[config.mk]
export PLATFORM = sky130hd
export DESIGN_NAME = sms_queue
export DESIGN_NICKNAME = d
export VERILOG_FILES = /design/src/sms_pkg.sv /design/src/sms_queue.sv
export SDC_FILE = /design/constraint.sdc
export NUM_CORES = 1
export LEC_CHECK = 0
export ABC_AREA = 1
export BUFFER_PORTS_ARGS = -buffer_cell sky130_fd_sc_hd__buf_2
export CORE_ASPECT_RATIO = 0.9
export CORE_UTILIZATION = 43
export DETAILED_ROUTE_END_ITERATION = 12
export PLACE_DENSITY = 0.71
export SLEW_MARGIN = 20
export SYNTH_ARGS = -nofsm -noshare
export SYNTH_HDL_FRONTEND = slang
export SYNTH_SLANG_ARGS = --single-unit
export TNS_END_PERCENT = 20
[constraint.sdc]
create_clock -name clk_i -period 8.05 [get_ports clk_i]
set_input_delay 0.4025 -clock clk_i [delete_from_list [all_inputs] [get_ports clk_i]]
set_output_delay 0.4025 -clock clk_i [all_outputs]
set_load 0.01 [all_outputs]
[src/sms_pkg.sv]
// Shared constants, types and helpers of the spiral matrix scan block.
`default_nettype none
package sms_pkg;

  // Matrix geometry and element width
  localparam int MAX_DIM     = 64;
  localparam int VAL_W       = 32;
  localparam int DIM_W       = $clog2(MAX_DIM);
  localparam int REG_W       = DIM_W + 1;
  localparam int STORE_DEPTH = MAX_DIM * MAX_DIM;
  localparam int ADDR_W      = $clog2(STORE_DEPTH);
  localparam int CNT_W       = $clog2(STORE_DEPTH + 1);

  // Configuration port
  localparam int APB_ADDR_W = 3;
  localparam int APB_DATA_W = 32;
  localparam logic REG_NUM_ROWS = 1'b0;
  localparam logic REG_NUM_COLS = 1'b1;

  // Front-to-back queue
  localparam int Q_DEPTH = 2;
  localparam int Q_PTR_W = $clog2(Q_DEPTH);
  localparam int Q_CNT_W = $clog2(Q_DEPTH + 1);

  // Effective matrix size, seen by the front
  typedef struct packed {
    logic [REG_W-1:0] rows;
    logic [REG_W-1:0] cols;
    logic [CNT_W-1:0] total;
  } sms_dims_t;

  // One store operation queued for the back
  typedef struct packed {
    logic              is_read;
    logic [ADDR_W-1:0] addr;
    logic [VAL_W-1:0]  data;
    logic [DIM_W-1:0]  row;
    logic [DIM_W-1:0]  col;
    logic              last;
  } sms_op_t;

  // Map a written dimension into 1..MAX_DIM
  function automatic logic [REG_W-1:0] clamp_dim(input logic [REG_W-1:0] r);
    logic [REG_W-1:0] res;
    res = r;
    if (r == '0) begin
      res = REG_W'(1);
    end else if (r > REG_W'(MAX_DIM)) begin
      res = REG_W'(MAX_DIM);
    end
    return res;
  endfunction

endpackage
`default_nettype wire

[src/sms_queue.sv]
// Short FIFO of store operations between the front and the back.
`default_nettype none
module sms_queue (
  input  wire logic             clk_i,
  input  wire logic             rst_ni,
  input  wire logic             push_i,
  input  wire sms_pkg::sms_op_t push_op_i,
  output logic                  full_o,
  input  wire logic             pop_i,
  output logic                  valid_o,
  output sms_pkg::sms_op_t      head_o
);
  import sms_pkg::*;

  sms_op_t              ent_q [Q_DEPTH];
  logic [Q_PTR_W-1:0]   wr_q, wr_d, rd_q, rd_d;
  logic [Q_CNT_W-1:0]   cnt_q, cnt_d;

  assign full_o  = (cnt_q == Q_CNT_W'(Q_DEPTH));
  assign valid_o = (cnt_q != '0);
  assign head_o  = ent_q[rd_q];

  // Advance pointers and fill level
  always_comb begin
    wr_d  = wr_q;
    rd_d  = rd_q;
    cnt_d = cnt_q;
    if (push_i) begin
      wr_d = (wr_q == Q_PTR_W'(Q_DEPTH - 1)) ? '0 : wr_q + Q_PTR_W'(1);
    end
    if (pop_i) begin
      rd_d = (rd_q == Q_PTR_W'(Q_DEPTH - 1)) ? '0 : rd_q + Q_PTR_W'(1);
    end
    if (push_i && !pop_i) begin
      cnt_d = cnt_q + Q_CNT_W'(1);
    end else if (pop_i && !push_i) begin
      cnt_d = cnt_q - Q_CNT_W'(1);
    end
  end

  always_ff @(posedge clk_i or negedge rst_ni) begin
    if (!rst_ni) begin
      wr_q  <= '0;
      rd_q  <= '0;
      cnt_q <= '0;
    end else begin
      wr_q  <= wr_d;
      rd_q  <= rd_d;
      cnt_q <= cnt_d;
    end
  end

  // Store the pushed entry
  always_ff @(posedge clk_i) begin
    if (push_i) begin
      ent_q[wr_q] <= push_op_i;
    end
  end

endmodule
`default_nettype wire

==> out/qor.yml, run 1 <==
gr-total-overflow: 0
syn_nets: 269
finalSetupViolations: 0
mostFrequentLayoutCells: "buf_2 (121), edfxtp_1 (116), mux2_2 (48)"
wirelength_mm: 7.64
seq_power_share_pct: 42.3
drive_above_1_share_pct: 59.5
wl_per_cell_um: 15.9
crit_fanout: 36
syn-cell-area_mm2: 0.00444
grt_util_all_layers_pct: 14.9
clockBufferDepth: 2
p_leak_uw: 0.00224
p_sw_uw: 567
path_class: "reg -> out"
cts_tree: "built"
tns_ns: 0
antenna_found_initial: 1
worst_pin_slew_ns: 0.799
clk_pin_slew_ns: 0.05
htree_levels: 4
regArea_mm2: 0.00358
cap_violations: 0
drcViolationCount: 0
path_buf_inv: 2
core_mm2: 0.00983
ios: 122
die_h_um: 98.4
initial_core_util_pct: 45.2
cp_top_family: "flip-flops"
worstReg2RegStart: "rd_q$_DFFE_PN0P_"
total_power_uw: 2100
ys_warn_count: 0
final_nets: 406
dieArea_mm2: 0.0107
port_buffers: 121
holdPathEnd: "ent_q[1][6]$_DFFE_PP_"
crit_path_start_kind: "flop"
status: "finished, final reports clean"
fp.dieW_um: 109
fmax_mhz: 372
max_stage_delay_ns: 0.74
r2r-end: "rd_q$_DFFE_PN0P_"
whs_path_depth: 1
crit_arrival_ns: 2.29
dp_hpwl_mm: 4.77
grt_max_degree: 59
end_kind: "output pin"
rsz0062_at_grt: "no"
dr.pass1.iters: 4
final_common_cell: "buf_2"
num_rows: 34
n_antenna_cell: 0
multi_input_area_um2: 778
slew_viol_final: 0
cts_buffers: 17
slew-limit-headroom_pct: 46.7
areaGrowthSynthToFinish_pct: 29.0
ant_nets: 0
viasPerCell: 4.78
post-cts-setup-buffer-count: 0
first_iter_violations: 106
fin_crit_ns: 2.69
swShare_pct: 27.0
path_cells: "buf_4, mux2_2, buf_2"
powerDensity_mw_per_mm2: 366
hold_buffers: 1
hold_viol_final: 0
ys_seq_area_share_pct: 80.7
p_comb_share_pct: 24.9
grt_pass1_wl_mm: 11.4
syn-mean-instance-area_um2: 21.5
synthDistinctLibCells: 15
hp-start: "push_op_i[6]"
period_share_pct: 33.4
place_congestion: 0.683
cp.required_ns: 7.65
r2r_cells: 2
synth_seq_cells: 120
reg2reg_slack_ns: 6.44
vdd_drop_max_uv: 170
p_int_uw: 1530
nFillCells: 758
insertion_delay_ns: 0.40
grt_pass1_vias: 2362
cts_resized: 0
crit_path_top_delay_cell: "dfrtp_2"
skew_ns: 0.00716
route.vias.total: 2292
numClockSinks: 120
synth_cells: 206
hold_class: "in -> reg"
cts_root_buffer: "clkbuf_16"
pwr-share-clk_pct: 32.8
==> per-layer routing <==
metal | routed length [µm] | up-vias | GRT usage [%]
met3 | 728 | 12 | 7.21
met1 | 3250 | 1101 | 17.9
met4 | 87 | 2 | 6.86
li1 | - | 1074 | -
met2 | 3560 | 103 | 22.5
met5 | 10 | - | 0
==> power by group through the flow <==
| stage | registers (µW) | logic, µW | clock network (µW) |
|---|---|---|---|
| after floorplan | 871 | 377 | 0 |
| after global placement | 895 | 526 | 0 |
| after detailed placement | 901 | 529 | 0 |
| after CTS | 890 | 533 | 701 |
| after global routing | 900 | 566 | 727 |
| final | 888 | 523 | 687 |
==> synthesized netlist by cell type <==
cell type  instances  area [µm²]
edfxtp_1         116        3480
mux2_2            48         541
mux2_4            10         150
inv_1              7        26.3
nand2_1            6        22.5
buf_2              4        20.0
dfrtp_1            4         100
buf_6              2        22.5
nor2_1             2        7.51
xor2_1             2        17.5
buf_8              1        15.0
ha_1               1        12.5
nand3_1            1        5.00
nand4_1            1        6.26
xnor2_1            1        8.76
==> per-stage QoR <==
stage               worst slack, ns  area (µm²)  util [%]  hold slack (ns)  std cells
CTS                            5.32        5720      58.3            0.171        479
global placement               5.76        5170      52.7            0.215        449
floorplan                      4.70        4440         -            0.107        206
detailed placement             5.77        5170      52.7            0.214        449
finish                         5.36        5720      58.3            0.186        479
global route                   5.26        5720      58.3            0.165        479
==> flip-flops by register name, indices dropped and copies added, names as in the netlist <==
register,count
ent_q,116
rd_q,1
wr_q,1
cnt_q,2
==> final cells by class <==
cell class	count	area share [%]
clock buffers	18	7.50
flip-flops and latches	120	62.6
well taps	126	2.75
repair buffers	125	11.1
clock inverters	11	1.92
multi-input cells	72	13.6
inverters	7	0.459
==> how the worst max path moves through the flow <==
stage                      from  depth (start not counted)                     to
2_1_floorplan            push_i                          2  ent_q[0][0]$_DFFE_PP_
3_3_place_gp   rd_q$_DFFE_PN0P_                          3             head_o[43]
3_5_place_dp   rd_q$_DFFE_PN0P_                          3             head_o[43]
4_1_cts        rd_q$_DFFE_PN0P_                          3             head_o[43]
5_1_grt        rd_q$_DFFE_PN0P_                          3              head_o[3]
6_report       rd_q$_DFFE_PN0P_                          3             head_o[28]
==> logic make-up (layout without fill, tap and decap cells) <==
| group | after synthesis | in the layout | synth area share (%) |
|---|---|---|---|
| flip-flops | 120 | 120 | 80.7 |
| adder cells (fa/ha/maj) | 1 | 1 | 0.282 |
| buffers and inverters | 14 | 161 | 1.89 |
| multiplexers | 58 | 58 | 15.6 |
| XOR/XNOR | 3 | 3 | 0.592 |
| AND/OR/NAND/NOR | 10 | 10 | 0.930 |
Power figures use the tool's default switching activity.
==> run 2: changes to the inputs <==
--- a/config.mk
+++ b/config.mk
@@ -5,12 +5,12 @@
 export SDC_FILE = /design/constraint.sdc
 export NUM_CORES = 1
 export LEC_CHECK = 0
-export ABC_AREA = 1
+export ABC_AREA = 0
 export BUFFER_PORTS_ARGS = -buffer_cell sky130_fd_sc_hd__buf_2
 export CORE_ASPECT_RATIO = 0.9
 export CORE_UTILIZATION = 43
 export DETAILED_ROUTE_END_ITERATION = 12
-export PLACE_DENSITY = 0.71
+export PLACE_DENSITY = 0.73
 export SLEW_MARGIN = 20
 export SYNTH_ARGS = -nofsm -noshare
 export SYNTH_HDL_FRONTEND = slang
==> constraint.sdc (replaced) <==
create_clock -name clk_i -period 2.45 [get_ports clk_i]
set_input_delay 0.1225 -clock clk_i [delete_from_list [all_inputs] [get_ports clk_i]]
set_output_delay 0.1225 -clock clk_i [all_outputs]
set_load 0.01 [all_outputs]
==> run 2 against run 1 <==
Net effect:
- synthesized area is 0.39% lower
- final area is 12% higher
- first-iteration DRC count is 18% higher
- sequential share of layout area is 6.7 points lower
- sequential power grew to 3.2 times the previous value
- clock power grew to 3.6 times the previous value
- combinational power grew to 3.7 times the previous value
- core utilization is 6.9 points higher
- critical path depth stayed put
- die area is 0.39% lower
- synthesized cell count is 4.4% lower
- via count is 7.1% higher
==> out/qor.yml, run 2 <==
clockBufferDepth: 2
core_mm2: 0.00983
synth_ff_type: "edfxtp_1"
port_buffers: 121
vdd_drop_max_uv: 597
cts_tree: "built"
synth_top_cell_area_share_pct: 78.8
gr-total-overflow: 0
n_antenna_cell: 0
htree_levels: 4
route.vias.total: 2455
critPathLaunch: "rd_q$_DFFE_PN0P_"
p_leak_uw: 0.00251
synthDistinctLibCells: 15
drcViolationCount: 0
end_kind: "output pin"
post-place-ws_ns: 0.822
path_buf_inv: 2
dr.pass1.iters: 6
final_common_cell: "buf_2"
hold_viol_final: 0
final_nets: 460
num_rows: 34
fp.dieW_um: 109
syn_nets: 260
crit_path_top_delay_cell: "mux2_2"
crit_path_start_kind: "flop"
antenna_found_initial: 0
largest_register_ffs: 116
dieArea_mm2: 0.0107
utilization_pct: 65.2
numClockSinks: 120
cts_root_buffer: "clkbuf_16"
rsz0062_at_grt: "no"
cap_violations: 0
hold_class: "in -> async"
whs_ns: 0.0792
max_stage_delay_ns: 0.38
cts_buffers: 17
syn-cell-area_mm2: 0.00442
fin_ws_ns: 0.668
skew_ns: 0.00428
async_flop_share_pct: 3.33
yosys-top-cells-count: "edfxtp_1 (116), mux2_2 (48), mux2_4 (10)"
slew-limit-headroom_pct: 57.4
fmax_mhz: 561
viasPerCell: 4.60
placed_area_mm2: 0.00521
wl_per_cell_um: 15.6
fin_crit_ns: 1.78
mostFrequentLayoutCells: "buf_2 (121), edfxtp_1 (116), dlygate4sd3_1 (61)"
largest_register: "ent_q"
grt_util_all_layers_pct: 16.2
first_iter_violations: 125
clk_pin_slew_ns: 0.05
worst_pin_slew_ns: 0.638
synth_seq_cells: 120
yosysMostFrequentCell: "edfxtp_1"
crit_fanout: 59
ios: 122
path_cells: "buf_12, mux2_2, buf_2"
ys_seq_area_share_pct: 81.1
die_h_um: 98.2
wirelength_mm: 8.33
nFillCells: 695
powerDensity_mw_per_mm2: 1130
grt_pass1_vias: 2571
cp_top_family: "buffers and inverters"
finish.instance_area_mm2: 0.00640
worstReg2RegStart: "wr_q$_DFFE_PN0P_"
grt_pass1_wl_mm: 12.6
cp.required_ns: 2.33
slew_viol_final: 0
cts_resized: 0
syn-mean-instance-area_um2: 22.4
synth_top_cell_by_area: "edfxtp_1"
synth_cells: 197
period_share_pct: 72.7
synth_edf_count: 116
ant_nets: 0
ys_warn_count: 0
tns_ns: 0
status: "finished, final reports clean"
initial_core_util_pct: 45.0
drive_above_1_share_pct: 52.7
place_congestion: 0.697
grt_max_degree: 60
finalSetupViolations: 0
dp_hpwl_mm: 4.81
biggestRegsByFlops: "ent_q: 116 flops, cnt_q: 2 flops"
yosys-top-cells-area: "edfxtp_1 (79%), mux2_2 (12%), mux2_4 (3.4%)"
insertion_delay_ns: 0.39
path_class: "reg -> out"
areaGrowthSynthToFinish_pct: 44.9
crit_arrival_ns: 1.66
-- run 2: cell count changes after synthesis, moves of 2 or more --
| cell | previous run | this run |
|---|---|---|
| xor2_1 | 2 | 4 |
| nand2_1 | 6 | 0 |
| inv_1 | 7 | 1 |
| nor2b_1 | 0 | 2 |
-- run 2: path summary, 6_finish.rpt --
check                                              to  slack (ns)  cells after the start
worst max-delay path                       head_o[36]        0.67                      3
worst min-delay path                 wr_q$_DFFE_PN0P_        0.08                      2
worst max register to register  ent_q[0][8]$_DFFE_PP_        0.86                      2
worst min register to register   cnt_q[1]$_DFFE_PN0P_        0.50                      1
max in group asynchronous            rd_q$_DFFE_PN0P_        2.23                      2
min in group clk_i              ent_q[0][0]$_DFFE_PP_        0.45                      2
-- run 2: logic make-up (layout without fill, tap and decap cells) --
family,count (synthesis),count (layout),share of synthesized area [%]
buffers and inverters,8,219,1.39
and+or+nand+nor,5,5,0.651
xor gates and xnor gates,5,5,0.991
muxes,58,58,15.6
DFF,120,120,81.1
adders and majority gates,1,1,0.283
-- run 2: cell type report --
type	instances	area [µm²]	area share, %
clock buffer	18	429	6.70
clock inverter	12	159	2.48
inverter	1	3.75	0.0586
multi-input combinational	69	785	12.2
sequential	120	3580	56.0
tap	126	158	2.46
timing repair buffer	188	1290	20.1
-- run 2: power breakdown --
group	total, µW	switching (µW)	internal, µW
registers	2840	110	2730
logic	1920	966	956
clock network	2480	809	1670
total	7240	1890	5360
-- run 2: repair_timing --
| item | in CTS | in global routing |
|---|---|---|
| hold endpoints to repair | 122 | 0 |
| hold buffers | 61 | 0 |
| buffers inserted | 0 | 0 |
-- run 2: through the flow --
| step | power, µW | std cells |
|---|---|---|
| floorplan | 4090 | 197 |
| global placement | 4710 | 443 |
| detailed placement | 4750 | 443 |
| CTS | 7320 | 534 |
| global route | 7560 | 534 |
| finish | 7240 | 534 |
-- run 2: worst register-to-register path, delay by kind of cell, from the launching register on --
family	cells	cell delay [ns]
flops	1	0.42
buf+inv	1	0.32
simple gates	1	0.54
-- run 2: per-layer routing --
layer  global-route usage (%)  vias to the layer above  routed length [µm]
li1                         -                     1175                   -
met1                     18.8                     1195                3470
met2                     27.6                       79                4390
met3                     5.54                        6                 411
met4                     5.72                        0                  50
met5                        0                        -                   0
==> run 3: changes to the inputs <==
--- a/config.mk
+++ b/config.mk
@@ -5,7 +5,7 @@
 export SDC_FILE = /design/constraint.sdc
 export NUM_CORES = 1
 export LEC_CHECK = 0
-export ABC_AREA = 0
+export ABC_AREA = 1
 export BUFFER_PORTS_ARGS = -buffer_cell sky130_fd_sc_hd__buf_2
 export CORE_ASPECT_RATIO = 0.9
 export CORE_UTILIZATION = 43
==> constraint.sdc (replaced) <==
create_clock -name clk_i -period 1.4 [get_ports clk_i]
set_input_delay 0.07 -clock clk_i [delete_from_list [all_inputs] [get_ports clk_i]]
set_output_delay 0.07 -clock clk_i [all_outputs]
set_load 0.01 [all_outputs]
==> run 3 against run 2 <==
Net effect:
- the run now ends with setup timing left
- core utilization is 6.0 points higher
- wire length is 13% higher
- flip-flop and latch count stayed put
- critical path type unchanged
- highest routed layer unchanged
==> out/qor.yml, run 3 (synthesized netlist as in run 1, its figures left out) <==
core_mm2: 0.00983
fmax_mhz: 604
place_congestion: 0.700
slew_viol_final: 0
clockBufferDepth: 2
path_class: "reg -> out"
cp.required_ns: 1.33
rsz0062_at_grt: "yes"
route.vias.total: 2644
num_rows: 34
max_stage_delay_ns: 0.42
cap_violations: 0
vdd_drop_max_uv: 1090
failed_checks: "setup timing"
nFillCells: 623
initial_core_util_pct: 45.2
critPathLaunch: "rd_q$_DFFE_PN0P_"
biggestRegsByFlops: "ent_q: 116 flops, cnt_q: 2 flops"
first_iter_violations: 81
cp_top_family: "buffers and inverters"
clk_pin_slew_ns: 0.05
numClockSinks: 120
wirelength_mm: 9.41
multi_input_area_um2: 815
fin_crit_ns: 1.66
crit_path_top_delay_cell: "dfrtp_2"
worst_pin_slew_ns: 0.198
crit_cells: 4
dp_hpwl_mm: 5.00
skew_ns: 0.00645
drcViolationCount: 0
cts_root_buffer: "clkbuf_16"
drive_above_1_share_pct: 52.9
fin_cells: 554
mostFrequentLayoutCells: "edfxtp_1 (116), buf_2 (78), dlygate4sd3_1 (62)"
grt_pass1_vias: 2695
port_buffers: 121
worstReg2RegStart: "wr_q$_DFFE_PN0P_"
crit_fanout: 8
hold_class: "in -> reg"
htree_levels: 4
cts_buffers: 17
cts_tree: "built"
whs_ns: 0.381
crit_end: "head_o[21]"
r2r-end: "ent_q[1][44]$_DFFE_PP_"
fin_ws_ns: -0.255
gr-total-overflow: 0
insertion_delay_ns: 0.41
total_power_uw: 14500
placedCellCount: 452
final_common_cell: "edfxtp_1"
utilization_pct: 71.2
dr.pass1.iters: 4
path_buf_inv: 3
crit_path_start_kind: "flop"
grt_max_degree: 31
regArea_mm2: 0.00358
largest_register: "ent_q"
slew-limit-headroom_pct: 86.7
finalSetupViolations: 58
die_h_um: 98.4
period_share_pct: 118
ios: 122
grt_pass1_wl_mm: 12.8
viasPerCell: 4.77
hold_viol_final: 0
p_leak_uw: 0.00278
end_kind: "output pin"
r2r_cells: 3
areaGrowthSynthToFinish_pct: 57.6
wl_per_cell_um: 17.0
powerDensity_mw_per_mm2: 2080
status: "finished, violations left"
final_nets: 477
grt_util_all_layers_pct: 16.5
largest_register_ffs: 116
post-place-ws_ns: 0.181
fp.dieW_um: 109
reg2reg_slack_ns: 0.24
crit_arrival_ns: 1.59
dieArea_mm2: 0.0107
antenna_found_initial: 1
path_cells: "buf_12, clkbuf_16, mux2_4, buf_6"
ant_nets: 0
[run 3: cell types whose count changed in the layout (fill, tap and decap cells not counted), moves of 3 or more]
| cell | change |
|---|---|
| buf_4 | -3 |
| mux2_2 | -9 |
| buf_6 | +44 |
| clkinv_2 | -3 |
| clkbuf_16 | +4 |
| mux2_4 | +9 |
| nand2_1 | +5 |
| buf_12 | +5 |
| buf_2 | -43 |
| inv_1 | +5 |
[run 3: worst min path at each step]
stage / startpoint / endpoint / slack (ns) / cells past startpoint
4_1_cts: push_op_i[11] / ent_q[0][11]$_DFFE_PP_ / 0.37 / 2
2_1_floorplan: rst_ni / cnt_q[0]$_DFFE_PN0P_ / -0.23 / 0
3_3_place_gp: rst_ni / cnt_q[0]$_DFFE_PN0P_ / -0.11 / 1
3_5_place_dp: rst_ni / cnt_q[1]$_DFFE_PN0P_ / -0.11 / 1
6_report: push_op_i[28] / ent_q[1][28]$_DFFE_PP_ / 0.38 / 2
5_1_grt: push_op_i[36] / ent_q[0][36]$_DFFE_PP_ / 0.37 / 2
[run 3: layout make-up]
cell class / instances / area share [%]
clock buffer: 17 / 6.08
clock inverter: 15 / 3.20
multi-input combinational: 72 / 11.6
sequential: 120 / 51.3
antenna: 1 / 0.0358
inverter: 7 / 0.429
timing repair buffer: 196 / 25.1
tap: 126 / 2.25
[run 3: routing by layer]
layer	routed length (µm)	vias up	track usage (%)
met3	617	9	6.54
met2	5130	102	28.6
met4	100	0	7.38
met5	0	-	0
li1	-	1231	-
met1	3560	1302	17.5
[run 3: power breakdown]
| group | total, µW | internal [µW] | switching (µW) |
|---|---|---|---|
| combinational | 4840 | 2780 | 2060 |
| sequential | 4970 | 4770 | 200 |
| clock | 4710 | 3170 | 1540 |
[run 3: metrics by stage]
step | cell area [µm²] | TNS [ns]
finish | 6990 | -13.26
global route | 6990 | -15.98
CTS | 6610 | -12.76
detailed placement | 5280 | 0
global placement | 5280 | 0
floorplan | 4450 | -35.56
[run 3: repair_timing]
item	4_1_cts	5_1_grt
gates resized for setup	9	44
endpoints found under the setup margin	58	58
hold buffers	62	0
hold endpoints to repair	122	0
buffers inserted	0	2
gates cloned	0	5
