==> config.mk <==
export PLATFORM = sky130hd
export DESIGN_NAME = sms_front
export DESIGN_NICKNAME = d
export VERILOG_FILES = /design/src/sms_pkg.sv /design/src/sms_front.sv
export SDC_FILE = /design/constraint.sdc
export NUM_CORES = 1
export LEC_CHECK = 0
export BUFFER_PORTS_ARGS = -buffer_cell sky130_fd_sc_hd__buf_2
export CAP_MARGIN = 20
export CORE_UTILIZATION = 40
export CTS_CLUSTER_DIAMETER = 120
export DETAILED_ROUTE_END_ITERATION = 16
export PLACE_DENSITY_LB_ADDON = 0.05
export SLEW_MARGIN = 20
export SYNTH_ARGS = -nofsm -noshare
export SYNTH_HDL_FRONTEND = slang
export SYNTH_SLANG_ARGS = --single-unit
==> constraint.sdc <==
create_clock -name clk_i -period 5.56 [get_ports clk_i]
set_input_delay 0.556 -clock clk_i [delete_from_list [all_inputs] [get_ports clk_i]]
set_output_delay 0.556 -clock clk_i [all_outputs]
set_load 0.05 [all_outputs]
==> src/sms_pkg.sv <==
// Shared constants, types and helpers of the spiral matrix scan block.
`default_nettype none
package sms_pkg;

  // Matrix geometry and element width
  localparam int MAX_DIM     = 64;
  localparam int VAL_W       = 32;
  localparam int DIM_W       = $clog2(MAX_DIM);
  localparam int REG_W       = DIM_W + 1;
  localparam int STORE_DEPTH = MAX_DIM * MAX_DIM;
  localparam int ADDR_W      = $clog2(STORE_DEPTH);
  localparam int CNT_W       = $clog2(STORE_DEPTH + 1);

  // Configuration port
  localparam int APB_ADDR_W = 3;
  localparam int APB_DATA_W = 32;
  localparam logic REG_NUM_ROWS = 1'b0;
  localparam logic REG_NUM_COLS = 1'b1;

  // Front-to-back queue
  localparam int Q_DEPTH = 2;
  localparam int Q_PTR_W = $clog2(Q_DEPTH);
  localparam int Q_CNT_W = $clog2(Q_DEPTH + 1);

  // Effective matrix size, seen by the front
  typedef struct packed {
    logic [REG_W-1:0] rows;
    logic [REG_W-1:0] cols;
    logic [CNT_W-1:0] total;
  } sms_dims_t;

  // One store operation queued for the back
  typedef struct packed {
    logic              is_read;
    logic [ADDR_W-1:0] addr;
    logic [VAL_W-1:0]  data;
    logic [DIM_W-1:0]  row;
    logic [DIM_W-1:0]  col;
    logic              last;
  } sms_op_t;

  // Map a written dimension into 1..MAX_DIM
  function automatic logic [REG_W-1:0] clamp_dim(input logic [REG_W-1:0] r);
    logic [REG_W-1:0] res;
    res = r;
    if (r == '0) begin
      res = REG_W'(1);
    end else if (r > REG_W'(MAX_DIM)) begin
      res = REG_W'(MAX_DIM);
    end
    return res;
  endfunction

endpackage
`default_nettype wire

==> src/sms_front.sv <==
// Front end: accepts beats, tracks load and spiral position, queues store operations.
`default_nettype none
module sms_front (
  input  wire logic                     clk_i,
  input  wire logic                     rst_ni,
  input  wire logic                     restart_i,
  input  wire sms_pkg::sms_dims_t       dims_i,
  input  wire logic                     in_valid_i,
  output logic                          in_ready_o,
  input  wire logic                     kind_i,
  input  wire logic [sms_pkg::VAL_W-1:0] value_i,
  output logic                          push_o,
  output sms_pkg::sms_op_t              op_o,
  input  wire logic                     full_i
);
  import sms_pkg::*;

  localparam logic KIND_LOAD = 1'b0;
  localparam logic KIND_EMIT = 1'b1;

  localparam logic [1:0] HEAD_RIGHT = 2'd0;
  localparam logic [1:0] HEAD_DOWN  = 2'd1;
  localparam logic [1:0] HEAD_LEFT  = 2'd2;
  localparam logic [1:0] HEAD_UP    = 2'd3;

  logic [CNT_W-1:0] loaded_q, loaded_d, emitted_q, emitted_d;
  logic [DIM_W-1:0] top_q, top_d, bot_q, bot_d, left_q, left_d, right_q, right_d;
  logic [DIM_W-1:0] row_q, row_d, col_q, col_d;
  logic [1:0]       head_q, head_d;

  logic             accept;
  logic             load_ok, emit_ok;
  logic [CNT_W-1:0] loaded_inc, emitted_inc;
  logic             fin;
  logic [ADDR_W-1:0] rd_addr;

  assign in_ready_o = !full_i;
  assign accept     = in_valid_i && in_ready_o;

  // Classify the beat
  assign load_ok = (kind_i == KIND_LOAD) && (loaded_q < dims_i.total);
  assign emit_ok = (kind_i == KIND_EMIT) && (loaded_q == dims_i.total)
                   && (emitted_q < dims_i.total);

  assign loaded_inc  = loaded_q + CNT_W'(1);
  assign emitted_inc = emitted_q + CNT_W'(1);
  assign fin         = (emitted_inc == dims_i.total);

  // Row-major address of the current spiral position
  assign rd_addr = ADDR_W'(ADDR_W'(row_q) * ADDR_W'(dims_i.cols)) + ADDR_W'(col_q);

  // Build the queued operation
  always_comb begin
    push_o = accept && (load_ok || emit_ok) && !restart_i;
    op_o.is_read = emit_ok;
    op_o.addr    = emit_ok ? rd_addr : loaded_q[ADDR_W-1:0];
    op_o.data    = value_i;
    op_o.row     = row_q;
    op_o.col     = col_q;
    op_o.last    = fin;
  end

  // Next state of the load counter and spiral walker
  always_comb begin
    loaded_d  = loaded_q;
    emitted_d = emitted_q;
    top_d     = top_q;
    bot_d     = bot_q;
    left_d    = left_q;
    right_d   = right_q;
    row_d     = row_q;
    col_d     = col_q;
    head_d    = head_q;
    if (restart_i) begin
      loaded_d  = '0;
      emitted_d = '0;
      top_d     = '0;
      bot_d     = '0;
      left_d    = '0;
      right_d   = '0;
      row_d     = '0;
      col_d     = '0;
      head_d    = HEAD_RIGHT;
    end else if (accept && load_ok) begin
      loaded_d = loaded_inc;
      // Matrix complete: arm the walker
      if (loaded_inc == dims_i.total) begin
        top_d     = '0;
        left_d    = '0;
        bot_d     = DIM_W'(dims_i.rows - REG_W'(1));
        right_d   = DIM_W'(dims_i.cols - REG_W'(1));
        row_d     = '0;
        col_d     = '0;
        head_d    = HEAD_RIGHT;
        emitted_d = '0;
      end
    end else if (accept && emit_ok) begin
      if (fin) begin
        // Spiral done: drop back to loading
        loaded_d  = '0;
        emitted_d = '0;
        top_d     = '0;
        bot_d     = '0;
        left_d    = '0;
        right_d   = '0;
        row_d     = '0;
        col_d     = '0;
        head_d    = HEAD_RIGHT;
      end else begin
        emitted_d = emitted_inc;
        case (head_q)
          HEAD_RIGHT: begin
            if (col_q < right_q) begin
              col_d = col_q + DIM_W'(1);
            end else begin
              top_d  = top_q + DIM_W'(1);
              head_d = HEAD_DOWN;
              row_d  = row_q + DIM_W'(1);
            end
          end
          HEAD_DOWN: begin
            if (row_q < bot_q) begin
              row_d = row_q + DIM_W'(1);
            end else begin
              right_d = right_q - DIM_W'(1);
              head_d  = HEAD_LEFT;
              col_d   = col_q - DIM_W'(1);
            end
          end
          HEAD_LEFT: begin
            if (col_q > left_q) begin
              col_d = col_q - DIM_W'(1);
            end else begin
              bot_d  = bot_q - DIM_W'(1);
              head_d = HEAD_UP;
              row_d  = row_q - DIM_W'(1);
            end
          end
          HEAD_UP: begin
            if (row_q > top_q) begin
              row_d = row_q - DIM_W'(1);
            end else begin
              left_d = left_q + DIM_W'(1);
              head_d = HEAD_RIGHT;
              col_d  = col_q + DIM_W'(1);
            end
          end
          default: begin
            head_d = HEAD_RIGHT;
          end
        endcase
      end
    end
  end

  // Hold walker state
  always_ff @(posedge clk_i or negedge rst_ni) begin
    if (!rst_ni) begin
      loaded_q  <= '0;
      emitted_q <= '0;
      top_q     <= '0;
      bot_q     <= '0;
      left_q    <= '0;
      right_q   <= '0;
      row_q     <= '0;
      col_q     <= '0;
      head_q    <= HEAD_RIGHT;
    end else begin
      loaded_q  <= loaded_d;
      emitted_q <= emitted_d;
      top_q     <= top_d;
      bot_q     <= bot_d;
      left_q    <= left_d;
      right_q   <= right_d;
      row_q     <= row_d;
      col_q     <= col_d;
      head_q    <= head_d;
    end
  end

endmodule
`default_nettype wire

==> flow_metrics.tcl, run 1 <==
set metrics [dict create \
    dieHeight_um 141 \
    synth_top_area_cell "dfrtp_1" \
    start_util 0.410 \
    rows 50 \
    grt_pass1_wl_um 34000 \
    power.density_mw_per_mm2 167 \
    htreeDepth 3 \
    core_mm2 0.0188 \
    crit_chain "and2_1 > fa_1 > inv_1 > fa_1 > inv_1 > fa_1 > inv_1 > fa_1 > inv_1 > ha_1 > a2111o_1 > a31o_2 > a21oi_1 > xor2_1 > o21ai_1 > buf_6" \
    avgViaCountPerCell 5.46 \
    drive_above_1_share 0.116 \
    crit_start "row_q[2]$_DFFE_PN0P_" \
    post-cts-setup-buffer-count 0 \
    peakVddDrop_v 0.000172 \
    crit_cells 16 \
    fin_cells 1189 \
    reg2reg_depth 10 \
    cp_slowest_stage_delay_ps 530 \
    clk_pin_slew_ps 60 \
    grt_use_total 0.220 \
    nFillCells 1923 \
    die_area_mm2 0.0198 \
    cp.arrival_ps 4770 \
    syn_area_mm2 0.00769 \
    antenna_found_initial 1 \
    dr_total_vias 6497 \
    finalPower_mw 1.38 \
    cts_buffers 9 \
    async_flop_share 1.00 \
    fin_nets 1138 \
    worst_pin_slew_ps 892 \
    yosysSeqAreaShare 0.208 \
    syn2layout_area_growth_pct 7.43 \
    ys_top_cells_by_area "dfrtp_1, ha_1, fa_1" \
    slew_headroom 0.405 \
    slew_violations 0 \
    fin_skew_ps 9.73 \
    yosys_warnings 0 \
    postSynthNetCount 1125 \
    postSynthCellCount 936 \
    worst_setup_path_start_kind "register" \
    wl_per_cell_um 17.5 \
    hold_class "in2async" \
    utilization 0.440 \
    avgSynthCellArea_um2 8.22 \
    seqCellArea_mm2 0.00160 \
    cp.required_ps 5000 \
    port-buffer-count 59 \
    fmax_ghz 0.188 \
    power_leakage_nw 4.04 \
    drt_iter0_markers 311 \
    holdWs_ps 404 \
    ant_nets 0 \
    status "finished, final reports clean" \
    cpMaxStageDelayCell "fa_1" \
    drc_errors 0 \
    cts_tree "yes" \
    num_io_pins 125 \
    period_share 0.958 \
    crit_type "reg2out" \
    postLayoutSetupSlackWorst_ps 233 \
    drt-total-wl_um 20800 \
    ys.flop_type "dfrtp_1" \
    design_area_mm2 0.00826 \
    die_x_um 141 \
    path_delay_family "adder cells" \
    gp_congestion 0.818 \
    multi_input_area_mm2 0.00539 \
    first_pass_iters 5 \
    r2r_start "loaded_q[7]$_DFFE_PN0P_" \
    worst-path-buf-inv 5 \
    cts_root_buf "clkbuf_16" \
    cts.sinks 64 \
    worstSkewPairLatency_ps 350 \
    setup_viol 0 \
    cp_max_fo 8 \
    dp_cells 1171 \
    grt_pass1_vias 6222 \
    dp_hpwl_um 15800 \
    grt.overflow.total 0 \
    grt_max_degree 65 \
    cts_hold_buf 0 \
    dpl_cell_area_mm2 0.00795 \
    end_kind "primary output" \
    maxCapViolations 0 \
    yosys.area.top_type_share 0.208 \
    synth_seq_cells 64 \
    fin_crit_ps 5330 \
    setup_tns_ps 0 \
    pre_cts_ws_ps 277 \
    hold_viol_final 0 \
    synth_edf_count 0 \
    ys_types 71 \
    clockBufferDepth 2 \
    rsz0062_at_grt "false" \
]
## cell usage after synthesis (all sizes together), types with 7 or more instances
cell type and number:
a21o 11, a21oi 30, and2 35, and3 11, buf 49, clkbuf 20
dfrtp 64, fa 25, ha 99, inv 82, mux2 7, nand2 82
nand3 29, nand4 14, nor2 60, nor2b 12, nor3 22, o21ai 103
o22ai 9, o31ai 17, xnor2 28, xor2 28
## layout by cell type, fill, tap and decap left out, types with 11 or more instances in the layout
cell type,Yosys,final
nand4_1,12,12
o21ai_1,29,33
nand3_1,28,28
nor2b_1,12,12
nor2_1,59,58
nand2_1,82,82
and2_1,35,35
dfrtp_1,64,63
o21ai_0,74,70
nor3_1,20,20
a21o_1,11,11
inv_1,82,82
fa_1,25,25
xnor2_1,28,28
o31ai_1,16,16
buf_2,11,57
ha_1,99,99
xor2_1,28,28
buf_4,37,12
a21oi_1,30,30
and3_1,11,11
## path summary, 6_finish.rpt
path | endpoint | slack (ps)
worst max-delay path | op_o[55] | 230
worst min-delay path | loaded_q[1]$_DFFE_PN0P_ | 400
worst max register to register | right_q[0]$_DFFE_PN0P_ | 1870
worst min register to register | left_q[2]$_DFFE_PN0P_ | 520
max in group asynchronous | row_q[2]$_DFFE_PN0P_ | 4500
min in group clk_i | left_q[2]$_DFFE_PN0P_ | 520
## kinds of logic (layout without fill, tap and decap cells)
| logic type | count (synthesis) | after routing | share of synthesized area |
|---|---|---|---|
| xor gates and xnor gates | 56 | 56 | 0.0638 |
| buffers and inverters | 151 | 169 | 0.0950 |
| adders and majority gates | 124 | 124 | 0.226 |
| DFF | 64 | 64 | 0.208 |
| and+or+nand+nor | 293 | 293 | 0.196 |
| AOI/OAI and AO/OA | 239 | 239 | 0.199 |
| muxes | 9 | 9 | 0.0129 |
| other | 0 | 1 | 0 |
## cell type report
| type | instances | area share |
|---|---|---|
| multi-input cells | 721 | 0.652 |
| inverters | 82 | 0.0372 |
| clock inverters | 5 | 0.00394 |
| repair buffers | 71 | 0.0477 |
| well taps | 234 | 0.0354 |
| clock buffers | 11 | 0.0294 |
| flip-flops and latches | 64 | 0.194 |
| diodes | 1 | 0.000303 |
## registers in the layout (all words and copies together) (netlist names)
name       cells
bot_q          6
col_q          6
emitted_q     13
head_q         2
left_q         6
loaded_q      13
right_q        6
row_q          6
top_q          6
## where the power goes
group	switching [mW]	leakage, nW	internal, mW
clock	0.234	0.128	0.313
combinational	0.197	3.03	0.121
sequential	0.0241	0.882	0.491
## layer usage
layer / GRT usage / part of all wire / up-vias
met4: 0.0629 / 0.015 / 0
met3: 0.0221 / 0.037 / 15
li1: - / - / 3286
met1: 0.304 / 0.48 / 3077
met5: 0 / 0 / -
met2: 0.363 / 0.46 / 119
## timing repair
| action | 4_1_cts | 5_1_grt |
|---|---|---|
| hold endpoints to repair | 0 | 0 |
| setup endpoints to repair | 0 | 3 |
| resized for setup | 0 | 7 |
(Power assumes the default switching activity.)
==> inputs of run 2 (changes only) <==
--- a/config.mk
+++ b/config.mk
@@ -7,7 +7,7 @@
 export LEC_CHECK = 0
 export BUFFER_PORTS_ARGS = -buffer_cell sky130_fd_sc_hd__buf_2
 export CAP_MARGIN = 20
-export CORE_UTILIZATION = 40
+export CORE_UTILIZATION = 45
 export CTS_CLUSTER_DIAMETER = 120
 export DETAILED_ROUTE_END_ITERATION = 16
 export PLACE_DENSITY_LB_ADDON = 0.05
==> flow_metrics.tcl, run 2 (synthesis gave the netlist of run 1 again) <==
set metrics [dict create \
    status "finished, final reports clean" \
    pre_cts_ws_ps 296 \
    syn2layout_area_growth_pct 6.65 \
    grt_use_total 0.243 \
    hold_class "in2async" \
    post-cts-setup-buffer-count 0 \
    crit_start "row_q[1]$_DFFE_PN0P_" \
    drt-total-wl_um 21100 \
    peakVddDrop_v 0.000123 \
    r2r_start "emitted_q[0]$_DFFE_PN0P_" \
    hold_viol_final 0 \
    maxCapViolations 0 \
    fmax_ghz 0.187 \
    gp_congestion 0.912 \
    clockBufferDepth 2 \
    fin_skew_ps 7.99 \
    holdWs_ps 422 \
    nFillCells 1598 \
    rows 47 \
    dpl_cell_area_mm2 0.00793 \
    cts.sinks 64 \
    grt.overflow.total 0 \
    worst_setup_path_start_kind "register" \
    biggestRegsByFlops "emitted_q: 13 flops, loaded_q: 13 flops" \
    htreeDepth 3 \
    grt_pass1_wl_um 34100 \
    worstSkewPairLatency_ps 350 \
    n_antenna_cell 0 \
    rsz0062_at_grt "false" \
    design_area_mm2 0.00820 \
    wl_per_cell_um 18.0 \
    reg2reg_slack_ps 1500 \
    cp.arrival_ps 4780 \
    port-buffer-count 59 \
    ant_nets 0 \
    antenna_found_initial 0 \
    crit_type "reg2out" \
    reg2reg_to "left_q[0]$_DFFE_PN0P_" \
    slew_violations 0 \
    dr_total_vias 6715 \
    avgViaCountPerCell 5.73 \
    cts_tree "yes" \
    worst_pin_slew_ps 1050 \
    reg2reg_depth 9 \
    period_share 0.960 \
    first_pass_iters 5 \
    core_mm2 0.0166 \
    end_kind "primary output" \
    die_area_mm2 0.0176 \
    postLayoutSetupSlackWorst_ps 225 \
    drc_errors 0 \
    finalPower_mw 1.38 \
    cp_max_fo 7 \
    dieHeight_um 133 \
    layout_common_cells "ha_1, inv_1, nand2_1" \
    cts_buffers 9 \
    drive_above_1_share 0.112 \
    cts_root_buf "clkbuf_16" \
    clk_pin_slew_ps 60 \
    start_util 0.462 \
    setup_viol 0 \
    final_common_cell "ha_1" \
    power.density_mw_per_mm2 168 \
    power_leakage_nw 4.02 \
    fin_crit_ps 5340 \
    die_x_um 133 \
    grt_pass1_vias 6791 \
    slew_headroom 0.298 \
    fin_nets 1137 \
    drt_iter0_markers 490 \
    num_io_pins 125 \
    grt_max_degree 65 \
    cp.required_ps 5000 \
    dp_hpwl_um 16200 \
    setup_tns_ps 0 \
]
run 2: cell types whose count changed in the layout (fill, tap and decap cells not counted), sizes merged:
cell      previous run  this run
clkinv               2         4
clkinvlp             3         1
buf                 70        69
clkbuf              12        11
diode                1         0
run 2: area by class of cell:
class,instances,area (µm²),area share
tap,220,275,0.0336
multi-input combinational,721,5370,0.655
inverter,82,308,0.0375
sequential,64,1600,0.195
clock inverter,5,35.0,0.00427
clock buffer,10,229,0.0279
timing repair buffer,70,383,0.0467
run 2: layer usage:
layer  wire length (µm)  share of wire  GRT usage  vias up
li1                   -              -          -     3276
met1               9600           0.46      0.316     3231
met2              10200           0.48      0.416      180
met3                926          0.044     0.0352       28
met4                359          0.017     0.0773        0
met5                  0              0          0        -
run 2: where the power goes:
group          leakage (nW)  switching (mW)  internal, mW  total (mW)
sequential            0.882          0.0254         0.491       0.517
combinational          3.01           0.205         0.121       0.327
clock                 0.128           0.236         0.300       0.535
total                  4.02           0.466         0.912        1.38
run 2: through the flow:
stage          utilization  cells
2_1_floorplan            -    936
3_3_place_gp         0.477   1157
3_5_place_dp         0.477   1157
4_1_cts              0.493   1172
5_1_grt              0.493   1172
6_report             0.493   1172
run 2: timing repair:
action	in CTS	in global routing
hold buffers	0	0
gates resized for setup	0	4
setup endpoints to repair	0	3
run 2: worst max path at each step:
| stage | endpoint | cells after the start |
|---|---|---|
| CTS | op_o[55] | 16 |
| floorplan | op_o[55] | 14 |
| finish | op_o[55] | 16 |
| global route | op_o[55] | 16 |
| detailed placement | op_o[55] | 17 |
| global placement | op_o[55] | 17 |
run 2: critical path, cell delays in order (launching register included):
cell	delay, ps
dfrtp_2	470
and2_1	170
fa_1	500
inv_1	50
fa_1	470
inv_1	50
fa_1	520
inv_1	50
fa_1	490
inv_1	40
ha_1	330
a2111o_1	410
a31o_2	240
a21oi_1	170
xor2_1	180
o21ai_1	70
buf_4	220
==> inputs of run 3 (changes only) <==
--- a/config.mk
+++ b/config.mk
@@ -7,10 +7,11 @@
 export LEC_CHECK = 0
 export BUFFER_PORTS_ARGS = -buffer_cell sky130_fd_sc_hd__buf_2
 export CAP_MARGIN = 20
-export CORE_UTILIZATION = 45
+export CORE_UTILIZATION = 59
 export CTS_CLUSTER_DIAMETER = 120
 export DETAILED_ROUTE_END_ITERATION = 16
 export PLACE_DENSITY_LB_ADDON = 0.05
+export SETUP_SLACK_MARGIN = 0.05
 export SLEW_MARGIN = 20
 export SYNTH_ARGS = -nofsm -noshare
 export SYNTH_HDL_FRONTEND = slang
==> flow_metrics.tcl, run 3 (synthesis gave the netlist of run 1 again) <==
set metrics [dict create \
    hold_class "in2async" \
    num_io_pins 125 \
    antenna_found_initial 1 \
    drive_above_1_share 0.115 \
    wl_per_cell_um 18.0 \
    crit_start "row_q[0]$_DFFE_PN0P_" \
    die_area_mm2 0.0135 \
    drt_iter0_markers 649 \
    status "finished, final reports clean" \
    cts_buffers 9 \
    core_mm2 0.0127 \
    holdWs_ps 380 \
    cp.required_ps 5000 \
    layout_common_cells "ha_1, inv_1, nand2_1" \
    cp.arrival_ps 4740 \
    end_kind "primary output" \
    worst_setup_path_start_kind "register" \
    peakVddDrop_v 0.000134 \
    dieHeight_um 116 \
    grt.overflow.total 0 \
    postLayoutSetupSlackWorst_ps 263 \
    power.density_mw_per_mm2 182 \
    biggestRegsByFlops "emitted_q: 13 flops, loaded_q: 13 flops" \
    slew_violations 0 \
    gp_congestion 0.888 \
    n_antenna_cell 0 \
    pre_cts_ws_ps 233 \
    cts.sinks 64 \
    setup_tns_ps 0 \
    rows 41 \
    ant_nets 0 \
    worstSkewPairLatency_ps 350 \
    drt-total-wl_um 20200 \
    final_common_cell "ha_1" \
    drc_errors 0 \
    htreeDepth 3 \
    worst_pin_slew_ps 990 \
    clockBufferDepth 2 \
    power_leakage_nw 4.07 \
    grt_pass1_wl_um 33100 \
    port-buffer-count 59 \
    fin_nets 1139 \
    period_share 0.953 \
    dp_cells 1110 \
    grt_max_degree 65 \
    crit_chain "and2_1 > fa_1 > inv_1 > fa_1 > inv_1 > fa_1 > inv_1 > fa_1 > inv_1 > ha_1 > a2111o_1 > a31o_2 > a21oi_2 > xor2_1 > o21ai_1 > buf_6" \
    dr_total_vias 6955 \
    start_util 0.607 \
    crit_type "reg2out" \
    cp_max_fo 6 \
    maxCapViolations 0 \
    slew_headroom 0.339 \
    avgViaCountPerCell 6.18 \
    fin_skew_ps 6.31 \
    grt_pass1_vias 6725 \
    fin_cells 1126 \
    dp_hpwl_um 15400 \
    cp_slowest_stage_delay_ps 530 \
    rsz0062_at_grt "false" \
    die_x_um 116 \
    cts_tree "yes" \
    fin_crit_ps 5300 \
    fmax_ghz 0.189 \
    nFillCells 1137 \
    hold_viol_final 0 \
    clk_pin_slew_ps 60 \
    grt_use_total 0.316 \
    cpMaxStageDelayCell "fa_1" \
    setup_viol 0 \
    syn2layout_area_growth_pct 7.03 \
    first_pass_iters 5 \
    cts_hold_buf 0 \
    cts_root_buf "clkbuf_16" \
    r2r_start "emitted_q[0]$_DFFE_PN0P_" \
]
run 3: cell count changes in the layout (fill, tap and decap cells not counted), sizes merged:
cell | before | now
clkinv | 4 | 3
clkbuf | 11 | 9
bufinv | 0 | 3
buf | 69 | 72
clkinvlp | 1 | 0
run 3: cell type report:
type	count	area (µm²)	share of cell area
clock buffers	9	225	0.0274
clock inverters	6	109	0.0132
inverters	82	308	0.0374
multi-input cells	721	5380	0.653
flip-flops and latches	64	1600	0.195
well taps	172	215	0.0261
repair buffers	72	399	0.0485
run 3: per-layer routing:
layer / track usage / wire length (µm)
met5: 0 / 13
met4: 0.132 / 533
met3: 0.0441 / 1310
met2: 0.543 / 9900
met1: 0.400 / 8470
run 3: metrics by stage:
stage | power (mW) | instance area, µm² | utilization
floorplan | 0.805 | 7690 | -
global placement | 0.826 | 7880 | 0.622
CTS | 1.50 | 8220 | 0.648
finish | 1.50 | 8230 | 0.650
global route | 1.56 | 8230 | 0.650
detailed placement | 0.843 | 7880 | 0.622
run 3: worst max-delay path: cells and delay by family (launching register included):
kind	cells	cell delay, ps
AND/OR/NAND/NOR	1	170
flip-flops	1	430
adder cells (fa/ha/maj)	5	2330
AO/OA/AOI/OAI	4	890
buffers and inverters	5	400
XOR/XNOR	1	180
run 3: report_power, final:
| part | internal, mW | switching [mW] | leakage, nW | total (mW) |
|---|---|---|---|---|
| combinational | 0.122 | 0.203 | 3.02 | 0.325 |
| clock | 0.434 | 0.220 | 0.165 | 0.654 |
| sequential | 0.491 | 0.0263 | 0.884 | 0.518 |
run 3: repair_timing:
item | CTS | global route
setup endpoints to repair | 0 | 1
gates resized for setup | 0 | 4
hold endpoints to repair | 0 | 0
setup buffers | 0 | 0
run 3: worst paths after layout:
path | slack, ps | cells after the start | end
worst max-delay path | 260 | 16 | op_o[55]
worst min-delay path | 380 | 2 | loaded_q[2]$_DFFE_PN0P_
worst max register to register | 1690 | 10 | left_q[0]$_DFFE_PN0P_
worst min register to register | 530 | 1 | emitted_q[12]$_DFFE_PN0P_
max in group asynchronous | 4570 | 2 | emitted_q[3]$_DFFE_PN0P_
min in group clk_i | 530 | 1 | emitted_q[12]$_DFFE_PN0P_
